`src/design/rhsv_pkg.sv`:
```
// shared types and constants for the rgb to hsv converter
// no dependencies
`timescale 1ns / 1ps

package rhsv_pkg;

    localparam int PIX_W     = 8;
    localparam int DIV_STEPS = 8;

    localparam logic [PIX_W-1:0] FULL_SCALE  = 8'd255;
    localparam logic [PIX_W-1:0] SECTOR_SPAN = 8'd43;
    localparam logic [PIX_W-1:0] BASE_RED    = 8'd0;
    localparam logic [PIX_W-1:0] BASE_GREEN  = 8'd85;
    localparam logic [PIX_W-1:0] BASE_BLUE   = 8'd171;

    typedef enum logic [1:0] {
        SECTOR_RED,
        SECTOR_GREEN,
        SECTOR_BLUE
    } sector_t;

    typedef struct packed {
        logic [PIX_W-1:0] brightness;
        sector_t          sector;
        logic             neg;
        logic             black;
        logic             grey;
    } pix_info_t;

    typedef struct packed {
        pix_info_t        info;
        logic [PIX_W-1:0] chroma;
        logic [PIX_W-1:0] mag;
    } front_item_t;

    typedef struct packed {
        logic [PIX_W-1:0] rem;
        logic [PIX_W-1:0] quo;
        logic [PIX_W-1:0] div;
    } div_lane_t;

    typedef struct packed {
        pix_info_t info;
        div_lane_t sat;
        div_lane_t hue;
    } div_item_t;

endpackage

```
`src/design/rhsv_rgb_if.sv`:
```
// input pixel channel of the rgb to hsv converter
// depends on rhsv_pkg
`timescale 1ns / 1ps

interface rhsv_rgb_if;
    logic                      valid;
    logic                      ready;
    logic [rhsv_pkg::PIX_W-1:0] red;
    logic [rhsv_pkg::PIX_W-1:0] green;
    logic [rhsv_pkg::PIX_W-1:0] blue;

    modport source (output valid, red, green, blue, input ready);
    modport sink   (input valid, red, green, blue, output ready);
endinterface

```
`src/design/rhsv_hsv_if.sv`:
```
// result pixel channel of the rgb to hsv converter
// depends on rhsv_pkg
`timescale 1ns / 1ps

interface rhsv_hsv_if;
    logic                      valid;
    logic                      ready;
    logic [rhsv_pkg::PIX_W-1:0] hue;
    logic [rhsv_pkg::PIX_W-1:0] saturation;
    logic [rhsv_pkg::PIX_W-1:0] brightness;

    modport source (output valid, hue, saturation, brightness, input ready);
    modport sink   (input valid, hue, saturation, brightness, output ready);
endinterface

```
`src/design/rgb_to_hsv_converter.sv`:
```
// a pixel passes through the two front registers, the divider registers and the output register in that order
// throughput: one pixel per clock while ready is high; two front stages, eight radix-2 divider
// stages for saturation and hue side by side, one output stage
// ready drops only while the output register and its skid entry both hold results
// reset clears the valid bits of every stage; payload registers are not reset
// depends on rhsv_pkg, rhsv_rgb_if, rhsv_hsv_if, rhsv_front, rhsv_div_stage, rhsv_back
`timescale 1ns / 1ps

module rgb_to_hsv_converter (
    input  logic       clk,
    input  logic       rst_n,
    rhsv_rgb_if.sink   pixel_in,
    rhsv_hsv_if.source pixel_out
);

    logic                en;
    logic                div_valid [0:rhsv_pkg::DIV_STEPS];
    rhsv_pkg::div_item_t div_item  [0:rhsv_pkg::DIV_STEPS];

    rhsv_front u_front (
        .clk       (clk),
        .rst_n     (rst_n),
        .en        (en),
        .pixel_in  (pixel_in),
        .valid_out (div_valid[0]),
        .item_out  (div_item[0])
    );

    for (genvar i = 0; i < rhsv_pkg::DIV_STEPS; i++)
    begin : g_div
        rhsv_div_stage u_stage (
            .clk       (clk),
            .rst_n     (rst_n),
            .en        (en),
            .valid_in  (div_valid[i]),
            .item_in   (div_item[i]),
            .valid_out (div_valid[i+1]),
            .item_out  (div_item[i+1])
        );
    end

    rhsv_back u_back (
        .clk       (clk),
        .rst_n     (rst_n),
        .valid_in  (div_valid[rhsv_pkg::DIV_STEPS]),
        .item_in   (div_item[rhsv_pkg::DIV_STEPS]),
        .en        (en),
        .pixel_out (pixel_out)
    );

endmodule

```
`src/design/rhsv_front.sv`:
```
// front stages: max/min, sector select, then the divider operands
// depends on rhsv_pkg and rhsv_rgb_if
`timescale 1ns / 1ps

module rhsv_front (
    input  logic             clk,
    input  logic             rst_n,
    input  logic             en,
    rhsv_rgb_if.sink         pixel_in,
    output logic             valid_out,
    output rhsv_pkg::div_item_t item_out
);

    logic [rhsv_pkg::PIX_W-1:0] r;
    logic [rhsv_pkg::PIX_W-1:0] g;
    logic [rhsv_pkg::PIX_W-1:0] b;
    logic [rhsv_pkg::PIX_W-1:0] mn;
    logic [rhsv_pkg::PIX_W-1:0] op_a;
    logic [rhsv_pkg::PIX_W-1:0] op_b;
    rhsv_pkg::front_item_t      a_next;
    rhsv_pkg::front_item_t      a_reg;
    logic                       a_valid_reg;
    logic [2*rhsv_pkg::PIX_W-1:0] sat_num;
    logic [2*rhsv_pkg::PIX_W-1:0] hue_num;
    rhsv_pkg::div_item_t        b_next;
    rhsv_pkg::div_item_t        b_reg;
    logic                       b_valid_reg;

    assign pixel_in.ready = en;
    assign r = pixel_in.red;
    assign g = pixel_in.green;
    assign b = pixel_in.blue;

    // stage a: largest channel, sector and signed difference
    always_comb
    begin
        a_next = '0;
        if (r >= g && r >= b)
        begin
            a_next.info.sector     = rhsv_pkg::SECTOR_RED;
            a_next.info.brightness = r;
            op_a = g;
            op_b = b;
        end
        else if (g >= b)
        begin
            a_next.info.sector     = rhsv_pkg::SECTOR_GREEN;
            a_next.info.brightness = g;
            op_a = b;
            op_b = r;
        end
        else
        begin
            a_next.info.sector     = rhsv_pkg::SECTOR_BLUE;
            a_next.info.brightness = b;
            op_a = r;
            op_b = g;
        end
        mn = r;
        if (g < mn)
        begin
            mn = g;
        end
        if (b < mn)
        begin
            mn = b;
        end
        a_next.chroma     = a_next.info.brightness - mn;
        a_next.info.neg   = op_a < op_b;
        a_next.mag        = a_next.info.neg ? (op_b - op_a) : (op_a - op_b);
        a_next.info.black = a_next.info.brightness == '0;
        a_next.info.grey  = a_next.chroma == '0;
    end

    // stage b: scaled numerators for both quotients
    always_comb
    begin
        sat_num = {a_reg.chroma, rhsv_pkg::PIX_W'(0)}
                - {rhsv_pkg::PIX_W'(0), a_reg.chroma};
        hue_num = {rhsv_pkg::PIX_W'(0), a_reg.mag}
                * {rhsv_pkg::PIX_W'(0), rhsv_pkg::SECTOR_SPAN};
        b_next.info     = a_reg.info;
        b_next.sat.rem  = sat_num[2*rhsv_pkg::PIX_W-1:rhsv_pkg::PIX_W];
        b_next.sat.quo  = sat_num[rhsv_pkg::PIX_W-1:0];
        b_next.sat.div  = a_reg.info.brightness;
        b_next.hue.rem  = hue_num[2*rhsv_pkg::PIX_W-1:rhsv_pkg::PIX_W];
        b_next.hue.quo  = hue_num[rhsv_pkg::PIX_W-1:0];
        b_next.hue.div  = a_reg.chroma;
    end

    always_ff @(posedge clk or negedge rst_n)
    begin
        if (!rst_n)
        begin
            a_valid_reg <= 1'b0;
            b_valid_reg <= 1'b0;
        end
        else if (en)
        begin
            a_valid_reg <= pixel_in.valid;
            b_valid_reg <= a_valid_reg;
        end
    end

    always_ff @(posedge clk)
    begin
        if (en)
        begin
            a_reg <= a_next;
            b_reg <= b_next;
        end
    end

    assign valid_out = b_valid_reg;
    assign item_out  = b_reg;

endmodule

```
`src/design/rhsv_div_stage.sv`:
```
// one restoring division step for the saturation and hue lanes
// depends on rhsv_pkg
`timescale 1ns / 1ps

module rhsv_div_stage (
    input  logic                clk,
    input  logic                rst_n,
    input  logic                en,
    input  logic                valid_in,
    input  rhsv_pkg::div_item_t item_in,
    output logic                valid_out,
    output rhsv_pkg::div_item_t item_out
);

    logic [rhsv_pkg::PIX_W:0] sat_trial;
    logic [rhsv_pkg::PIX_W:0] hue_trial;
    logic                     sat_take;
    logic                     hue_take;
    rhsv_pkg::div_item_t      item_next;
    rhsv_pkg::div_item_t      item_reg;
    logic                     valid_reg;

    always_comb
    begin
        item_next      = item_in;
        sat_trial      = {item_in.sat.rem, item_in.sat.quo[rhsv_pkg::PIX_W-1]};
        hue_trial      = {item_in.hue.rem, item_in.hue.quo[rhsv_pkg::PIX_W-1]};
        sat_take       = sat_trial >= {1'b0, item_in.sat.div};
        hue_take       = hue_trial >= {1'b0, item_in.hue.div};
        item_next.sat.rem = sat_take ?
            rhsv_pkg::PIX_W'(sat_trial - {1'b0, item_in.sat.div}) :
            sat_trial[rhsv_pkg::PIX_W-1:0];
        item_next.hue.rem = hue_take ?
            rhsv_pkg::PIX_W'(hue_trial - {1'b0, item_in.hue.div}) :
            hue_trial[rhsv_pkg::PIX_W-1:0];
        item_next.sat.quo = {item_in.sat.quo[rhsv_pkg::PIX_W-2:0], sat_take};
        item_next.hue.quo = {item_in.hue.quo[rhsv_pkg::PIX_W-2:0], hue_take};
    end

    always_ff @(posedge clk or negedge rst_n)
    begin
        if (!rst_n)
        begin
            valid_reg <= 1'b0;
        end
        else if (en)
        begin
            valid_reg <= valid_in;
        end
    end

    always_ff @(posedge clk)
    begin
        if (en)
        begin
            item_reg <= item_next;
        end
    end

    assign valid_out = valid_reg;
    assign item_out  = item_reg;

endmodule

```
`src/design/rhsv_back.sv`:
```
// hue offset, special cases, output register and skid entry
// depends on rhsv_pkg and rhsv_hsv_if
`timescale 1ns / 1ps

module rhsv_back (
    input  logic                clk,
    input  logic                rst_n,
    input  logic                valid_in,
    input  rhsv_pkg::div_item_t item_in,
    output logic                en,
    rhsv_hsv_if.source          pixel_out
);

    localparam int RES_W = 3 * rhsv_pkg::PIX_W;

    logic [rhsv_pkg::PIX_W-1:0] base;
    logic [rhsv_pkg::PIX_W-1:0] hue_val;
    logic [rhsv_pkg::PIX_W-1:0] sat_val;
    logic [RES_W-1:0]           result;
    logic [RES_W-1:0]           out_next;
    logic [RES_W-1:0]           out_reg;
    logic [RES_W-1:0]           skid_next;
    logic [RES_W-1:0]           skid_reg;
    logic                       out_valid_next;
    logic                       out_valid_reg;
    logic                       skid_valid_next;
    logic                       skid_valid_reg;
    logic                       take_out;
    logic                       load;

    always_comb
    begin
        case (item_in.info.sector)
            rhsv_pkg::SECTOR_RED:   base = rhsv_pkg::BASE_RED;
            rhsv_pkg::SECTOR_GREEN: base = rhsv_pkg::BASE_GREEN;
            rhsv_pkg::SECTOR_BLUE:  base = rhsv_pkg::BASE_BLUE;
            default:                base = rhsv_pkg::BASE_RED;
        endcase
        if (item_in.info.grey)
        begin
            hue_val = '0;
        end
        else if (item_in.info.neg)
        begin
            hue_val = base - item_in.hue.quo;
        end
        else
        begin
            hue_val = base + item_in.hue.quo;
        end
        sat_val = item_in.info.black ? '0 : item_in.sat.quo;
        result  = {hue_val, sat_val, item_in.info.brightness};
    end

    assign en       = !skid_valid_reg;
    assign take_out = out_valid_reg && pixel_out.ready;
    assign load     = valid_in && en;

    always_comb
    begin
        out_next        = out_reg;
        skid_next       = skid_reg;
        out_valid_next  = out_valid_reg;
        skid_valid_next = skid_valid_reg;
        if (skid_valid_reg)
        begin
            if (take_out)
            begin
                out_next        = skid_reg;
                skid_valid_next = 1'b0;
            end
        end
        else if (load)
        begin
            if (!out_valid_reg || take_out)
            begin
                out_next       = result;
                out_valid_next = 1'b1;
            end
            else
            begin
                skid_next       = result;
                skid_valid_next = 1'b1;
            end
        end
        else if (take_out)
        begin
            out_valid_next = 1'b0;
        end
    end

    always_ff @(posedge clk or negedge rst_n)
    begin
        if (!rst_n)
        begin
            out_valid_reg  <= 1'b0;
            skid_valid_reg <= 1'b0;
        end
        else
        begin
            out_valid_reg  <= out_valid_next;
            skid_valid_reg <= skid_valid_next;
        end
    end

    always_ff @(posedge clk)
    begin
        out_reg  <= out_next;
        skid_reg <= skid_next;
    end

    assign pixel_out.valid      = out_valid_reg;
    assign pixel_out.hue        = out_reg[RES_W-1:2*rhsv_pkg::PIX_W];
    assign pixel_out.saturation = out_reg[2*rhsv_pkg::PIX_W-1:rhsv_pkg::PIX_W];
    assign pixel_out.brightness = out_reg[rhsv_pkg::PIX_W-1:0];

endmodule

```
`src/flat_wrapper.sv`:
```
// flat-port wrapper written by rule: the top's interface ports become plain ports
module rgb_to_hsv_converter_flat 
  (clk, rst_n, pixel_in_valid, pixel_in_red, pixel_in_green, pixel_in_blue, pixel_in_ready, pixel_out_valid, pixel_out_hue, pixel_out_saturation, pixel_out_brightness, pixel_out_ready);
  rhsv_rgb_if pixel_in_i ();
  rhsv_hsv_if pixel_out_i ();
  input  logic clk;
  input  logic rst_n;
  input wire logic [$bits(pixel_in_i.valid)-1:0] pixel_in_valid;
  input wire logic [$bits(pixel_in_i.red)-1:0] pixel_in_red;
  input wire logic [$bits(pixel_in_i.green)-1:0] pixel_in_green;
  input wire logic [$bits(pixel_in_i.blue)-1:0] pixel_in_blue;
  output wire logic [$bits(pixel_in_i.ready)-1:0] pixel_in_ready;
  output wire logic [$bits(pixel_out_i.valid)-1:0] pixel_out_valid;
  output wire logic [$bits(pixel_out_i.hue)-1:0] pixel_out_hue;
  output wire logic [$bits(pixel_out_i.saturation)-1:0] pixel_out_saturation;
  output wire logic [$bits(pixel_out_i.brightness)-1:0] pixel_out_brightness;
  input wire logic [$bits(pixel_out_i.ready)-1:0] pixel_out_ready;
  assign pixel_in_i.valid = pixel_in_valid;
  assign pixel_in_i.red = pixel_in_red;
  assign pixel_in_i.green = pixel_in_green;
  assign pixel_in_i.blue = pixel_in_blue;
  assign pixel_in_ready = pixel_in_i.ready;
  assign pixel_out_valid = pixel_out_i.valid;
  assign pixel_out_hue = pixel_out_i.hue;
  assign pixel_out_saturation = pixel_out_i.saturation;
  assign pixel_out_brightness = pixel_out_i.brightness;
  assign pixel_out_i.ready = pixel_out_ready;
  rgb_to_hsv_converter u_core (.clk(clk), .rst_n(rst_n), .pixel_in(pixel_in_i), .pixel_out(pixel_out_i));
endmodule
```
`config.mk`:
```
export PLATFORM = sky130hd
export DESIGN_NAME = rgb_to_hsv_converter_flat
export DESIGN_NICKNAME = d
export VERILOG_FILES = /design/src/design/rhsv_pkg.sv /design/src/design/rhsv_rgb_if.sv /design/src/design/rhsv_hsv_if.sv /design/src/design/rgb_to_hsv_converter.sv /design/src/design/rhsv_front.sv /design/src/design/rhsv_div_stage.sv /design/src/design/rhsv_back.sv /design/src/flat_wrapper.sv
export SDC_FILE = /design/constraint.sdc
export NUM_CORES = 1
export LEC_CHECK = 0
export BUFFER_PORTS_ARGS = -buffer_cell sky130_fd_sc_hd__buf_2
export CORE_MARGIN = 2
export CORE_UTILIZATION = 45
export CTS_CLUSTER_DIAMETER = 30
export DETAILED_ROUTE_END_ITERATION = 12
export PLACE_DENSITY = 0.6
export SLEW_MARGIN = 20
export SYNTH_ARGS = -nofsm -noshare
export SYNTH_HDL_FRONTEND = slang
export SYNTH_SLANG_ARGS = --single-unit
```
`constraint.sdc`:
```
create_clock -name clk -period 21.9 [get_ports clk]
set_input_delay 0 -clock clk [delete_from_list [all_inputs] [get_ports clk]]
set_output_delay 0 -clock clk [all_outputs]
set_load 0.005 [all_outputs]
```
# == Yosys cells after proc, flatten, opt, wreduce, memory -nomap -nowiden ==
# Index checks and enable logic that the tools add are counted.
# word_totals
reg_bits,540
word_cells,210
# op_classes
n_lt_le_gt_ge,22
bitwise,2
add_sub_neg,20
n_mul,1
eq_ne,4
n_reduce_logical,14
mux,38
# ops
cell,n
$mux 8,23
$sub 8x8->8,17
$ge 9x8->1,15
$mux 24,4
$ge 8x8->1,3
$lt 8x8->1,3
$mux 10,2
$logic_not 8->1,2
$pmux 8 s2,1
$sub 16x8->16,1
$mul 8x6->14 const B,1
$reduce_and 3->1,3
$add 8x8->8,1
$ge 7x8->1,1
$sub 7x8->8,1
$mux 1,7
$mux 7,1
$reduce_bool 2->1,3
$ne 2x1->1 const B,2
$logic_and 1x1->1,3
$eq 2x1->1 const B,1
$eq 2x2->1 const B,1
$logic_not 1->1,2
$not 1->1,2
$logic_or 1x1->1,1

# == Logic depth before layout (Yosys ltp) ==
# logic_depth
depth_word,8
depth_mapped,25
ltp_nobuf,24

# == Hierarchy ==
# A second synthesis with hierarchy kept.
# hier_totals
hier_cells,2237
hier_area_um2,31038.5
# by_module_without_submodules
mod,cells_each,instances,area_per_inst_um2
rhsv_div_stage (u_core.g_div[0].u_stage ...),192,3,2839.0
rhsv_div_stage (u_core.g_div[2].u_stage ...),189,3,2815.2
rhsv_front,543,1,5973.2
rhsv_div_stage (u_core.g_div[7].u_stage),194,1,2870.3
rhsv_div_stage (u_core.g_div[1].u_stage),185,1,2836.5
rhsv_back,172,1,2396.0

# == Worst setup path before layout ==
# No wires, ideal clock.
# synth_timing
path_type,flip-flop to flip-flop
from,reg u_core.u_back.skid_valid_reg
to,"reg u_core.u_back.out_reg[0], enable pin"
setup_slack_ns,5.349
n_path_buf,2
arrival_time_ns,16.138
stages_incl_launch_ff,6
cell_sequence,dfrtp_1 -> clkbuf_1 -> clkinv_1 -> buf_1 -> nand2_1 -> a21oi_1
# synth_via
elab_chain_len,4
elab_cells_between_ends,6
# synth_lines
item,line_no,text
"start, declared",rhsv_back.sv:27,logic skid_valid_reg;
"start signal, assigned",rhsv_back.sv:102,skid_valid_reg <= skid_valid_next;
$logic_not 1->1,rhsv_back.sv:55,assign en = !skid_valid_reg;
net pixel_in_ready,flat_wrapper.sv:12,output wire logic [$bits(pixel_in_i.ready)-1:0] pixel_in_ready;
$logic_and 1x1->1,rhsv_back.sv:57,assign load = valid_in && en;
$reduce_bool 2->1 (no line),--,
$reduce_and 3->1 (no line),--,
"end signal, assigned",rhsv_back.sv:108,out_reg <= out_next;
"end, declared",rhsv_back.sv:21,logic [RES_W-1:0] out_reg;
# The timed path passes the listed nets, and every way through them passes these cells.
# A chain may end at the register's enable or synchronous reset.

==> impl_metrics.toml <==
[hold_path]
min_to = "u_core.u_front.a_reg[25]"
worstHoldStart = "pixel_in_red[4]"
worstHoldPathType = "in2reg"
whs_path_depth = 3

[clocking]
path_clk_slew_ns = 0.05
clock-sinks = 532
htreeDepth = 3
cts_inserted_buffers = 103
cts-root-buf = "clkbuf_16"
clk-insertion-delay-late_ns = 0.62
cts_buffer_depth = 3
cts_tree = "built"

[drt]
first_pass_iters = 5
drt_iter0_markers = 733
viasPerCell = 5.00
ant_nets = 0
routedWlPerCell_um = 14.9
vias = 15000
routed_wl_mm = 44.9
drc = 0

[cells_and_area]
largest_reg_flops = 393
diodes = 0
fin_cells = 3009
layout-drive-gt1-share_pct = 16.3
syn_to_final_growth_pct = 18.5
fillCellCount = 4791
nets = 2427
register_area_um2 = 15900
multi_input_area_um2 = 9780

[yosys]
avgSynthCellArea_um2 = 13.4
yosysTopAreaCell = "edfxtp_1"
synthAdderAreaFrac_pct = 12.6
synth_compound_area_share_pct = 8.25
async_reset_ff_share_pct = 2.26
synth_nets = 2274
yosysTopAreaCellShare_pct = 58.4
synthTopCellsByCount = "520 x edfxtp_1, 251 x inv_1, 226 x ha_1, 132 x nor2_1, 98 x mux2_2"
synth-simple-area-share_pct = 6.45
synth-xor-area-share_pct = 3.05
seq_area_frac_synth_pct = 59.6
synth_warnings = 0
synth_top_family_by_area = "adder cells"
synth_edf_count = 520
synth_seq_cells = 532
synth_cell_types = 61
syn_area_um2 = 26700
synth_mux_area_share_pct = 6.19
netlist_top_cells_area = "edfxtp_1 58%, ha_1 11%, mux2_2 4.1%"
synth.most_common_cell = "edfxtp_1"
syn_inst = 1993
synthFlopType = "edfxtp_1"

[setup_path]
cp.required_ns = 22.32
r2r_cells = 14
slowest_delay_ns = 0.66
reg2reg_to = "u_core.u_front.item_out[21]"
r2r-start = "u_core.u_front.a_reg[3]"
end_kind = "register"
crit_arrival_ns = 5.79
crit_slowest_cell = "a221oi_4"
crit_top_cell = "a21o_1"
reg2reg_setup_slack_ns = 18.09
worstSetupPathType = "in2reg"
crit_fanout = 16
worstSetupStartpointType = "primary input"

[timing]
final.setup.worst_slack_ns = 16.52
final.setup.tns_ns = 0
finalHoldViolCount = 0
skew_ns = 0.0280
fin_crit_ns = 5.38
setup_viol = 0
fmax_ghz = 0.186
rsz0062_at_grt = "false"
slew_violations = 0
tightest_slew_ns = 1.04
slew_headroom_pct = 30.9
min_period_over_period_pct = 24.6

[placed_design]
dpl.hpwl_mm = 31.5
gp_congestion = 0.889
dp_cells = 2808
portBuffers = 53
pre_cts_slack_ns = 16.08

[die]
coreArea_um2 = 58900
die_w_um = 248
ios = 54
die_area_um2 = 61300
rows = 89
die_h_um = 248
start_util_pct = 45.4

[outcome]
outcome = "complete, no violations"

[global_route]
overflow = 0
grt_first_pass_wirelength_mm = 74.3
grt_start_max_net_pins = 118
grt_use_total_pct = 15.0
antenna_found_initial = 0
grt_pass1_vias = 15600

[job]
maxCapViolations = 0
repair_timing:
item / in CTS / in global routing
resized for setup: 0 / 0
hold endpoints to repair: 19 / 0
hold buffers: 6 / 0
setup buffers: 0 / 0
placed cells by master, fill, tap and decap left out, types with 48 or more instances in the layout:
cell	count
edfxtp_1	520
inv_1	251
ha_1	226
nor2_1	132
clkbuf_16	105
mux2_2	98
a21oi_1	95
xnor2_1	63
nand2_1	53
buf_2	53
a21o_1	51
nor2b_1	48
critical path, delay by kind of cell:
family / cells / cell delay [ns]
buf+inv: 3 / 0.80
compound gates: 12 / 2.77
xor+xnor: 1 / 0.13
simple gates: 7 / 1.19
fa+ha+maj: 3 / 0.90
layout make-up:
class,instances,share of cell area [%]
Tap cell,773,3.05
Multi-Input combinational cell,1188,30.9
Clock inverter,82,3.14
Inverter,254,3.03
Timing Repair Buffer,67,1.23
Sequential cell,532,50.3
Clock buffer,113,8.39
kinds of logic after synthesis:
logic type / Yosys count
buffers and inverters: 273
AO/OA/AOI/OAI: 338
multiplexers: 152
AND/OR/NAND/NOR: 352
flip-flops: 532
adder cells (fa/ha/maj): 253
XOR/XNOR: 93
worst max path at each step:
stage,startpoint,endpoint,slack [ns],depth (start not counted)
finish,pixel_in_red[7],u_core.u_front.a_reg[16],16.52,26
global route,pixel_in_red[7],u_core.u_front.a_reg[16],16.04,26
CTS,pixel_in_red[7],u_core.u_front.a_reg[7],16.22,19
detailed placement,pixel_in_red[3],u_core.u_front.a_reg[7],16.08,18
global placement,pixel_in_red[7],u_core.u_front.a_reg[7],16.20,18
floorplan,u_core.u_back.skid_valid_reg,u_core.u_back.out_reg[0],5.35,5
layer usage:
layer / track usage [%] / vias to the layer above / part of all wire [%]
li1: - / 7590 / -
met1: 17.2 / 7146 / 42
met2: 27.1 / 233 / 51
met3: 2.79 / 75 / 3.7
met4: 6.96 / 0 / 2.9
met5: 0 / - / 0
metrics by stage:
step | util (%) | hold WS (ns) | instance area [µm²]
5_1_grt | 53.8 | 0.0572 | 31700
3_3_place_gp | 47.4 | -0.124 | 27900
2_1_floorplan | - | -0.296 | 26700
4_1_cts | 53.7 | 0.00232 | 31700
3_5_place_dp | 47.4 | -0.116 | 27900
6_report | 53.8 | 0.0415 | 31700
Power is left out: the tool's default activity adds up to more than one toggle a clock period on the data nets, which glitch-free logic cannot reach.
